`src/sv/four_level_page_walker_unit_assert.svh`:
```
// assertion macros for the page walker
`ifndef FOUR_LEVEL_PAGE_WALKER_UNIT_ASSERT_SVH
`define FOUR_LEVEL_PAGE_WALKER_UNIT_ASSERT_SVH
`ifndef ASSERT_OFF
`define PW_ASSERT_IMP(label, clk, rst_n, ante, cons, msg) \
    label: assert property (@(posedge clk) disable iff (!rst_n) (ante) |-> (cons)) \
        else $error(msg);
`define PW_ASSERT_NEXT(label, clk, rst_n, ante, cons, msg) \
    label: assert property (@(posedge clk) disable iff (!rst_n) (ante) |=> (cons)) \
        else $error(msg);
`else
`define PW_ASSERT_IMP(label, clk, rst_n, ante, cons, msg)
`define PW_ASSERT_NEXT(label, clk, rst_n, ante, cons, msg)
`endif
`endif

```
`src/sv/fpw_pkg.sv`:
```
package fpw_pkg;
    localparam int VA_W = 48;
    localparam int TB_W = 52;
    localparam int PG_W = 40;
    localparam int SKIP_W = 40;
    localparam int IDX_W = 9;

    typedef enum logic [1:0] {
        OP_XLATE = 2'd0,
        OP_FILL  = 2'd1,
        OP_FAIL  = 2'd2,
        OP_NONE  = 2'd3
    } op_t;

    localparam logic [2:0] PROT_NONE = 3'd0;
    localparam logic [2:0] PROT_RO   = 3'd1;
    localparam logic [2:0] PROT_RW   = 3'd2;
    localparam logic [2:0] PROT_XR   = 3'd3;
    localparam logic [2:0] PROT_XRW  = 3'd4;

    localparam logic [2:0] NO_FAIL = 3'd4;

    // classified command from front to back
    typedef struct packed {
        op_t            op;
        logic [TB_W-1:0] table_base;
        logic [VA_W-1:0] virt_addr;
        logic [63:0]     fill_word;
        logic [IDX_W-1:0] fill_index;
        logic            fill_last;
    } cmd_t;

    typedef struct packed {
        logic            kind;
        logic [1:0]      lvl;
        logic [TB_W-1:0] fbase;
        logic            pres;
        logic [TB_W-1:0] pa;
        logic [2:0]      prot;
        logic [SKIP_W-1:0] skip;
    } res_t;

    function automatic logic [2:0] prot_code(input logic [63:0] e);
        logic rw;
        logic nx;
        rw = e[1];
        nx = e[63];
        if (!e[0] || !e[2]) return PROT_NONE;
        if (rw && !nx) return PROT_XRW;
        if (rw && nx) return PROT_RW;
        if (!rw && !nx) return PROT_XR;
        return PROT_RO;
    endfunction
endpackage

```
`src/sv/fpw_front.sv`:
```
module fpw_front
    import fpw_pkg::*;
(
    input  logic clk,
    input  logic rst_n,
    input  logic in_valid,
    output logic in_ready,
    input  cmd_t in_cmd,
    output logic q_valid,
    input  logic q_ready,
    output cmd_t q_cmd
);
    // two-entry queue; unused op codes are dropped here
    cmd_t mem_reg [2];
    logic wp_reg, rp_reg;
    logic [1:0] cnt_reg;
    logic push, pop, keep;

    assign keep = (in_cmd.op != OP_NONE);
    assign in_ready = (cnt_reg != 2'd2);
    assign push = in_valid && in_ready && keep;
    assign pop = q_valid && q_ready;
    assign q_valid = (cnt_reg != 2'd0);
    assign q_cmd = mem_reg[rp_reg];

    always_ff @(posedge clk or negedge rst_n)
    begin
        if (!rst_n)
        begin
            wp_reg <= 1'b0;
            rp_reg <= 1'b0;
            cnt_reg <= 2'd0;
        end
        else
        begin
            if (push) wp_reg <= ~wp_reg;
            if (pop) rp_reg <= ~rp_reg;
            cnt_reg <= cnt_reg + {1'b0, push} - {1'b0, pop};
        end
    end

    always_ff @(posedge clk)
    begin
        if (push) mem_reg[wp_reg] <= in_cmd;
    end
endmodule

```
`config.mk`:
```
export PLATFORM = sky130hd
export DESIGN_NAME = fpw_front
export DESIGN_NICKNAME = d
export VERILOG_FILES = /design/src/sv/four_level_page_walker_unit_assert.svh /design/src/sv/fpw_pkg.sv /design/src/sv/fpw_front.sv
export SDC_FILE = /design/constraint.sdc
export NUM_CORES = 1
export LEC_CHECK = 0
export ABC_AREA = 1
export BUFFER_PORTS_ARGS = -buffer_cell sky130_fd_sc_hd__buf_2
export CAP_MARGIN = 40
export CELL_PAD_IN_SITES_DETAIL_PLACEMENT = 1
export CELL_PAD_IN_SITES_GLOBAL_PLACEMENT = 1
export CORE_MARGIN = 5
export CORE_UTILIZATION = 42
export CTS_CLUSTER_SIZE = 14
export DETAILED_ROUTE_END_ITERATION = 7
export PLACE_DENSITY_LB_ADDON = 0.1
export SLEW_MARGIN = 20
export SYNTH_ARGS = -nofsm -noshare
export SYNTH_HDL_FRONTEND = slang
export SYNTH_SLANG_ARGS = --single-unit
```
`constraint.sdc`:
```
create_clock -name clk -period 15.5 [get_ports clk]
set_input_delay 2.325 -clock clk [delete_from_list [all_inputs] [get_ports clk]]
set_output_delay 2.325 -clock clk [all_outputs]
set_load 0.1 [all_outputs]
```
==> impl_metrics.csv, run 1 <==
group,metric,value,unit
status,status,"completed",
routing,drc,0,
timing,relSlewSlack,45.9,%
finish,largest_reg_flops,352,
timing,setup_violations,0,
critical_path,critical_path_class,"reg2out",
yosys,synth_compound_area_share,0,%
clock_network,cts_tree,"built",
yosys,seq_area_frac_synth,81.6,%
clock_network,htree_num_levels,2,
job,cap_violations,0,
yosys,synth_xor_area_share,0,%
place,port_buffers,357,
clock_network,cts_buffers,38,
routing,viasPerCell,4.81,
yosys,netlist_instances,952,
yosys,synth.net_count,1134,
grt,grt_pass1_vias,8979,
yosys,yosysWarnings,0,
yosys,ys.flop_type,"edfxtp_1",
floorplanning,rows,64,
yosys,synthMuxAreaShare,0,%
floorplanning,die_h,186,microns
yosys,synth_top_family_by_area,"simple AND/OR/NAND/NOR gates",
yosys,netlist_area,13100,sq um
clock_network,cts_sinks,356,
clock_network,cts_hold_buf,0,
floorplanning,die_x,186,microns
finish,syn2layout_area_growth,26.0,%
routing,routedWlPerCell,18.8,microns
critical_path,crit_arrival,3.27,ns
clock_network,post_cts_buffers,0,
critical_path,worstPathRequired,13.18,ns
routing,drtPass1Iterations,4,
yosys,synth_simple_gate_area_share,15.7,%
clock_network,ctsResizeCount,0,
floorplanning,core_region_area,30700,sq um
yosys,yosysMostFrequentCell,"nand2_1",
yosys,synth-edff-count,352,
finish,fin_nets,1505,
yosys,ys_top_cells_by_area,"edfxtp_1, nand2_1, buf_6",
grt,antenna_found_initial,10,
critical_path,cp-startpoint,"rp_reg$_DFFE_PN0P_",
yosys,ys_async_sr_fraction,1.12,%
clock_network,root_buffer,"clkbuf_16",
yosys,synth_cell_types,12,
place,dp_hpwl,22.5,mm
yosys,yosys.area_share.adder,0.191,%
timing,finalCritPeriodShare,36.1,%
critical_path,regToRegStartpoint,"cnt_reg[1]$_DFF_PN0_",
timing,min_period,5.59,ns
yosys,syn_area_per_cell,13.7,sq um
critical_path,cp-end-kind,"output pin",
timing,setup_tns,0,ns
worst_hold_path,hp-start,"wp_reg$_DFFE_PN0N_",
yosys,synth_top_area_cell,"edfxtp_1",
routing,first_iter_violations,376,
clock_network,clk_latency,0.51,ns
grt,grtUsageTotal,18.1,%
place,gp_congestion,0.754,
routing,vias,8408,
timing,max_freq,179,MHz
timing,hold_violations,0,
worst_hold_path,min_path_type,"reg2reg",
clock_network,clock_path_buffers,3,
timing,worst_pin_slew,0.812,ns
timing,drv_slew,0,
critical_path,start_kind,"register",
timing,rsz0062_at_grt,"no",
yosys,synth_commonest_cells,"nand2_1, edfxtp_1, buf_2",
finish,num-fill-cells,3204,
finish,final_layout_size_suffix_gt1_share,31.2,%
routing,drt-total-wl,32.9,mm
grt,grt_overflow,0,
floorplanning,io_pins,358,
clock_network,clkTransAtPathRegs,0.05,ns
floorplanning,die_area,34800,sq um
grt,grt_pass1_wl,49.9,mm
floorplanning,start_util,42.6,%
yosys,synth-seq-cells,356,
timing,clock_skew,0.00688,ns
grt,grt_max_degree,78,
critical_path,worstPathMaxFanout,77,
routing,antenna_left,0,
yosys,yosysTopAreaCellShare,80.8,%
## cell type report
type                            instances  area (sq um)  share of cell area [%]
Antenna cell                            3          7.51                  0.0455
Clock buffer                           55          1100                    6.66
Clock inverter                         11          71.3                   0.433
Inverter                                9          43.8                   0.266
Multi-Input combinational cell        548          2090                    12.7
Sequential cell                       356         10700                    64.8
Tap cell                              396           495                    3.01
Timing Repair Buffer                  370          2000                    12.2
## worst max-delay path, stage by stage (launching register included)
cell and delay (ns):
dfrtp_4 0.63, inv_6 0.30, buf_16 0.32, buf_4 0.67, nand2_1 0.14, nand2_1 0.11
buf_2 0.43
## stage by stage
step | hold WS, ns | utilization [%] | area [sq um] | instances | setup slack, ns
global placement | 0.458 | 49.4 | 15100 | 1673 | 10.28
detailed placement | 0.458 | 49.9 | 15300 | 1679 | 10.42
finish | 0.471 | 53.7 | 16500 | 1748 | 9.91
floorplan | 0.442 | - | 13100 | 952 | 4.89
CTS | 0.472 | 53.7 | 16500 | 1745 | 9.86
global route | 0.509 | 53.7 | 16500 | 1748 | 9.70
## routing by layer
layer | global-route usage, % | wire length, microns | up-vias
met1 | 21.9 | 12800 | 4104
met3 | 6.13 | 2770 | 55
met5 | 0 | 89 | -
met2 | 31.3 | 16500 | 271
met4 | 4.48 | 725 | 14
li1 | - | - | 3964
## final timing paths
path | slack (ns) | cells past startpoint | end
worst max-delay path | 9.91 | 6 | q_cmd[162]
worst min-delay path | 0.47 | 2 | wp_reg$_DFFE_PN0N_
worst max register to register | 12.82 | 6 | mem_reg[0][75]$_DFFE_PP_
worst min register to register | 0.47 | 2 | wp_reg$_DFFE_PN0N_
max in group asynchronous | 13.72 | 1 | rp_reg$_DFFE_PN0P_
min in group asynchronous | 1.63 | 1 | cnt_reg[0]$_DFF_PN0_
## kinds of logic after synthesis
| group | after synthesis |
|---|---|
| and+or+nand+nor | 546 |
| adders and majority gates | 2 |
| DFF | 356 |
| buffers and inverters | 48 |
## placed cells by master, fill, tap and decap left out, drive strengths merged
cell / instances
nand4: 1
edfxtp: 352
nand2: 541
ha: 2
inv: 9
dfrtp: 4
clkbuf: 55
diode: 3
clkinv: 10
bufinv: 1
buf: 370
nor2: 1
nand3: 3
Power of run 1 is left out: the tool's default activity adds up to more than one toggle a clock period on the data nets, which glitch-free logic cannot reach.
==> run 2: changes to the inputs <==
--- a/config.mk
+++ b/config.mk
@@ -5,13 +5,13 @@
 export SDC_FILE = /design/constraint.sdc
 export NUM_CORES = 1
 export LEC_CHECK = 0
-export ABC_AREA = 1
+export ABC_AREA = 0
 export BUFFER_PORTS_ARGS = -buffer_cell sky130_fd_sc_hd__buf_2
 export CAP_MARGIN = 40
 export CELL_PAD_IN_SITES_DETAIL_PLACEMENT = 1
 export CELL_PAD_IN_SITES_GLOBAL_PLACEMENT = 1
 export CORE_MARGIN = 5
-export CORE_UTILIZATION = 42
+export CORE_UTILIZATION = 40
 export CTS_CLUSTER_SIZE = 14
 export DETAILED_ROUTE_END_ITERATION = 7
 export PLACE_DENSITY_LB_ADDON = 0.1
==> constraint.sdc (replaced) <==
create_clock -name clk -period 5.1 [get_ports clk]
set_input_delay 0.765 -clock clk [delete_from_list [all_inputs] [get_ports clk]]
set_output_delay 0.765 -clock clk [all_outputs]
set_load 0.1 [all_outputs]
==> run 2 against run 1 <==
First-iteration DRC count decreased by 8.8%. Flip-flop and latch count is the same. Global-route usage down 2.8 points. Worst hold slack got worse by 0.41 ns. Synthesized area rose by 2.8%. Worst setup slack lost 8.0 ns. Highest routed layer unchanged. Largest cell class unchanged. Die area rose by 7.5%. Cell area up 2.6%.
==> impl_metrics.csv, run 2 <==
group,metric,value,unit
clock_network,clock_path_buffers,3,
yosys,ys.flop_type,"edfxtp_1",
yosys,synth-edff-count,352,
clock_network,cts_tree,"built",
grt,antenna_found_initial,7,
status,status,"completed",
clock_network,cts_buffers,39,
place,gp_congestion,0.734,
critical_path,r2r_slack,2.59,ns
finish,syn2layout_area_growth,25.8,%
finish,num-fill-cells,3175,
routing,drt-total-wl,29.9,mm
yosys,synth.net_count,749,
critical_path,cp-startpoint,"rp_reg$_DFFE_PN0P_",
timing,drv_slew,0,
critical_path,worst-path-buf-inv,2,
yosys,netlist_area,13400,sq um
grt,grt_overflow,0,
timing,worst_pin_slew,0.684,ns
place,place_ws,2.08,ns
yosys,ys_top_cells_by_area,"edfxtp_1, mux2_4, mux2_2",
yosys,yosysTopAreaCellShare,78.6,%
critical_path,start_kind,"register",
yosys,synth_top_area_cell,"edfxtp_1",
timing,min_period,3.15,ns
yosys,yosysWarnings,0,
clock_network,clkTransAtPathRegs,0.05,ns
clock_network,post_cts_buffers,0,
timing,max_freq,317,MHz
critical_path,crit_family,"flip-flops",
routing,drtPass1Iterations,4,
routing,antenna_left,0,
timing,clock_skew,0.0138,ns
clock_network,htree_num_levels,2,
clock_network,cts_hold_buf,0,
critical_path,crit_arrival,2.39,ns
floorplanning,die_x,193,microns
routing,vias,6649,
finish,multiInputGateArea,2580,sq um
finish,final_cell_mix,"buf_2, edfxtp_1, mux2_4",
timing,setup_violations,0,
grt,grt_max_degree,94,
finish,final_layout_size_suffix_gt1_share,60.3,%
finish,largest_reg_flops,352,
routing,viasPerCell,4.63,
timing,relSlewSlack,54.3,%
grt,grtUsageTotal,15.2,%
timing,finalCritPeriodShare,61.9,%
timing,holdWs,0.0621,ns
critical_path,critical_path_class,"reg2out",
floorplanning,rows,67,
place,port_buffers,357,
critical_path,slowest_stage,"dfrtp_4",
grt,grt_pass1_wl,44.4,mm
critical_path,reg2regPathDepth,4,
yosys,ys_async_sr_fraction,1.12,%
yosys,netlist_instances,567,
worst_hold_path,min_path_type,"in2async",
timing,hold_violations,0,
critical_path,reg2reg_to,"mem_reg[0][67]$_DFFE_PP_",
critical_path,worstPathMaxFanout,54,
yosys,yosysMostFrequentCell,"edfxtp_1",
critical_path,worstPathRequired,4.34,ns
floorplanning,start_util,40.3,%
timing,setup_tns,0,ns
critical_path,path_depth,3,
timing,rsz0062_at_grt,"no",
yosys,seq_area_frac_synth,79.4,%
critical_path,cp-end-kind,"output pin",
yosys,synth_commonest_cells,"edfxtp_1, mux2_4, mux2_2",
grt,grt_pass1_vias,7410,
clock_network,clk_latency,0.50,ns
place,dp_hpwl,21.3,mm
floorplanning,core_region_area,33400,sq um
floorplanning,die_h,193,microns
critical_path,crit_end,"q_cmd[15]",
timing,fin_ws,1.95,ns
critical_path,regToRegStartpoint,"cnt_reg[1]$_DFF_PN0_",
critical_path,path_cells,"buf_12, mux2_2, buf_2",
routing,first_iter_violations,343,
clock_network,cts_sinks,356,
clock_network,root_buffer,"clkbuf_16",
yosys,syn_area_per_cell,23.7,sq um
routing,drc,0,
finish,layout_commonest_cell,"buf_2",
clock_network,ctsResizeCount,0,
yosys,synth-seq-cells,356,
finish,fin_nets,1138,
yosys,synth_cell_types,16,
finish,seq_area,10700,sq um
critical_path,max_stage_delay,0.75,ns
floorplanning,die_area,37400,sq um
floorplanning,io_pins,358,
job,cap_violations,0,
routing,routedWlPerCell,20.8,microns
==> run 2: layout make-up <==
type                       instances  area share, %
inverter                           2         0.0444
multi-input combinational        189           15.3
clock buffer                      53           6.34
clock inverter                    14          0.333
tap                              448           3.32
timing repair buffer             368           11.5
sequential                       356           63.1
antenna                            5         0.0740
==> run 2: cells by family after synthesis <==
family        Yosys count  synth area share (%)
flops                 356                  79.4
mux                   176                  18.4
buf+inv                22                  1.55
simple gates            7                 0.261
xor+xnor                4                 0.261
fa+ha+maj               2                 0.186
==> run 2: worst register-to-register path, cell delays in order (launching register included) <==
cell and delay (ns):
dfrtp_1 0.40, nand2b_1 0.16, nand3_1 0.30, nor2_4 0.63, buf_4 0.62
==> run 2: metrics by stage <==
stage / instances / utilization, % / instance area [sq um]
floorplan: 567 / - / 13400
global placement: 1361 / 47.1 / 15700
detailed placement: 1362 / 47.2 / 15700
CTS: 1429 / 50.6 / 16900
global route: 1433 / 50.7 / 16900
finish: 1435 / 50.7 / 16900
==> run 2: worst min path at each step <==
stage                    startpoint                    to  slack [ns]  cells past startpoint
6_report                      rst_n    rp_reg$_DFFE_PN0P_        0.06                      1
5_1_grt                       rst_n    wp_reg$_DFFE_PN0N_        0.05                      1
4_1_cts                       rst_n    rp_reg$_DFFE_PN0P_        0.04                      1
3_5_place_dp   cnt_reg[1]$_DFF_PN0_  cnt_reg[1]$_DFF_PN0_        0.50                      1
3_3_place_gp   cnt_reg[1]$_DFF_PN0_  cnt_reg[1]$_DFF_PN0_        0.48                      1
2_1_floorplan  cnt_reg[1]$_DFF_PN0_  cnt_reg[1]$_DFF_PN0_        0.46                      1
==> run 2: layer usage <==
metal / up-vias / global-route usage [%] / wire length [microns]
li1: 3042 / - / -
met1: 3313 / 18.9 / 12100
met2: 249 / 25.7 / 14800
met3: 41 / 5.58 / 2420
met4: 4 / 3.62 / 487
met5: - / 0 / 21
Power of run 2 is left out for the same reason.
==> run 3: changes to the inputs <==
--- a/config.mk
+++ b/config.mk
@@ -5,13 +5,13 @@
 export SDC_FILE = /design/constraint.sdc
 export NUM_CORES = 1
 export LEC_CHECK = 0
-export ABC_AREA = 0
+export ABC_AREA = 1
 export BUFFER_PORTS_ARGS = -buffer_cell sky130_fd_sc_hd__buf_2
 export CAP_MARGIN = 40
 export CELL_PAD_IN_SITES_DETAIL_PLACEMENT = 1
 export CELL_PAD_IN_SITES_GLOBAL_PLACEMENT = 1
 export CORE_MARGIN = 5
-export CORE_UTILIZATION = 40
+export CORE_UTILIZATION = 38
 export CTS_CLUSTER_SIZE = 14
 export DETAILED_ROUTE_END_ITERATION = 7
 export PLACE_DENSITY_LB_ADDON = 0.1
==> constraint.sdc (replaced) <==
create_clock -name clk -period 2.9 [get_ports clk]
set_input_delay 0.435 -clock clk [delete_from_list [all_inputs] [get_ports clk]]
set_output_delay 0.435 -clock clk [all_outputs]
set_load 0.1 [all_outputs]
==> run 3 against run 2 <==
First-iteration DRC count increased by 2.9%. Routed wire length increased by 18%. Via count increased by 28%. Global-route usage increased by 2.7 points. Core utilization increased by 5.7 points. Worst setup slack got worse by 1.7 ns. Worst hold slack improved by 0.046 ns. Cell count increased by 27%. Count of clock-buffer cells in the layout decreased by 3. Non-clock buffer count increased by 8. Sequential share of layout area decreased by 7.9 points. Cell area increased by 14%. Largest cell class unchanged.
==> impl_metrics.csv, run 3 (synthesized netlist as in run 1, its figures left out) <==
group,metric,value,unit
finish,final_layout_size_suffix_gt1_share,32.2,%
floorplanning,die_x,196,microns
finish,num-fill-cells,3347,
critical_path,reg2regPathDepth,4,
place,dp_hpwl,24.2,mm
floorplanning,core_region_area,34300,sq um
worst_hold_path,hold_depth,1,
critical_path,path_depth,4,
clock_network,cts_sinks,356,
clock_network,cts_hold_buf,1,
routing,vias,8489,
routing,drtPass1Iterations,4,
grt,busiest_layer,"met2",
finish,syn2layout_area_growth,47.8,%
grt,grt_pass1_wl,53.1,mm
floorplanning,die_h,196,microns
critical_path,crit_family,"buffers and inverters",
routing,drc,0,
finish,fin_nets,1511,
critical_path,path_cells,"buf_12, nand2_1, nand2_1, buf_12",
clock_network,cts_tree,"built",
clock_network,post_cts_buffers,0,
routing,antenna_left,0,
worst_hold_path,min_path_type,"in2reg",
critical_path,crit_arrival,2.20,ns
grt,use_met1,21.5,%
finish,largest_reg_flops,352,
clock_network,root_buffer,"clkbuf_16",
floorplanning,rows,68,
critical_path,worstPathMaxFanout,177,
grt,antenna_found_initial,15,
critical_path,cp-startpoint,"rp_reg$_DFFE_PN0P_",
clock_network,clock_path_buffers,3,
clock_network,clk_latency,0.51,ns
critical_path,slowest_stage,"buf_12",
clock_network,cts_buffers,38,
timing,rsz0062_at_grt,"no",
routing,viasPerCell,4.67,
timing,max_freq,379,MHz
timing,drv_slew,0,
critical_path,regToRegStartpoint,"cnt_reg[1]$_DFF_PN0_",
grt,grt_max_degree,178,
grt,grt_pass1_vias,9185,
worst_hold_path,hp-start,"in_cmd[55]",
floorplanning,start_util,38.1,%
critical_path,critical_path_class,"reg2out",
finish,layout_commonest_cell,"nand2_1",
timing,setup_tns,0,ns
critical_path,worst-path-buf-inv,2,
grt,grtUsageTotal,18.0,%
clock_network,ctsResizeCount,0,
finish,final_cell_mix,"nand2_1, edfxtp_1, buf_12",
timing,hold_violations,0,
routing,drt-total-wl,35.2,mm
grt,use_met2,29.8,%
floorplanning,io_pins,358,
timing,worst_pin_slew,0.915,ns
job,cap_violations,0,
timing,clock_skew,0.0126,ns
critical_path,worstPathRequired,2.47,ns
floorplanning,die_area,38200,sq um
timing,min_period,2.64,ns
timing,relSlewSlack,39.0,%
timing,setup_violations,0,
status,status,"completed",
place,gp_congestion,0.728,
clock_network,htree_num_levels,2,
timing,finalCritPeriodShare,90.9,%
critical_path,start_kind,"register",
critical_path,cp-end-kind,"output pin",
grt,grt_use_met3,7.95,%
routing,routedWlPerCell,19.4,microns
clock_network,clkTransAtPathRegs,0.06,ns
place,port_buffers,357,
routing,first_iter_violations,353,
critical_path,max_stage_delay,0.55,ns
grt,grt_overflow,0,
-- run 3: path summary, 6_finish.rpt --
path	slack, ns	endpoint
hold / removal	0.11	mem_reg[0][55]$_DFFE_PP_
hold reg to reg	0.50	wp_reg$_DFFE_PN0N_
max in group asynchronous	2.46	rp_reg$_DFFE_PN0P_
min in group asynchronous	0.30	cnt_reg[0]$_DFF_PN0_
setup / recovery	0.26	q_cmd[129]
setup reg to reg	1.04	mem_reg[1][171]$_DFFE_PP_
-- run 3: area by class of cell --
type	instances	area [sq um]	area share, %
inverter	9	42.5	0.220
clock inverter	18	116	0.602
timing repair buffer	376	4740	24.5
tap	455	569	2.94
clock buffer	50	1060	5.48
antenna	6	15.0	0.0777
multi-input combinational	548	2120	11.0
sequential	356	10700	55.2
-- run 3: per-stage QoR --
stage                     cell area (sq um)  cells  setup slack, ns  utilization, %  hold slack, ns
after floorplan                       13100    952           -0.949               -           0.139
after global placement                18100   1743            0.809            52.9           0.252
after detailed placement              18100   1743            0.810            52.9           0.254
after CTS                             19300   1812            0.239            56.3          0.0784
after global routing                  19300   1816            0.116            56.4          0.0844
final                                 19300   1818            0.263            56.4           0.108
-- run 3: worst reg2reg max path, stage by stage, from the launching register on --
cell and delay (ns):
dfrtp_2 0.45, nand2_8 0.08, nand3_4 0.10, nor2_4 0.59, buf_12 0.32
-- run 3: layer usage --
layer	up-vias	share of wire [%]	wire, microns
li1	3982	-	-
met3	67	9.8	3460
met1	4144	39	13600
met5	-	0.35	123
met4	18	2.3	803
met2	278	49	17300
Power of run 3 is left out for the same reason.
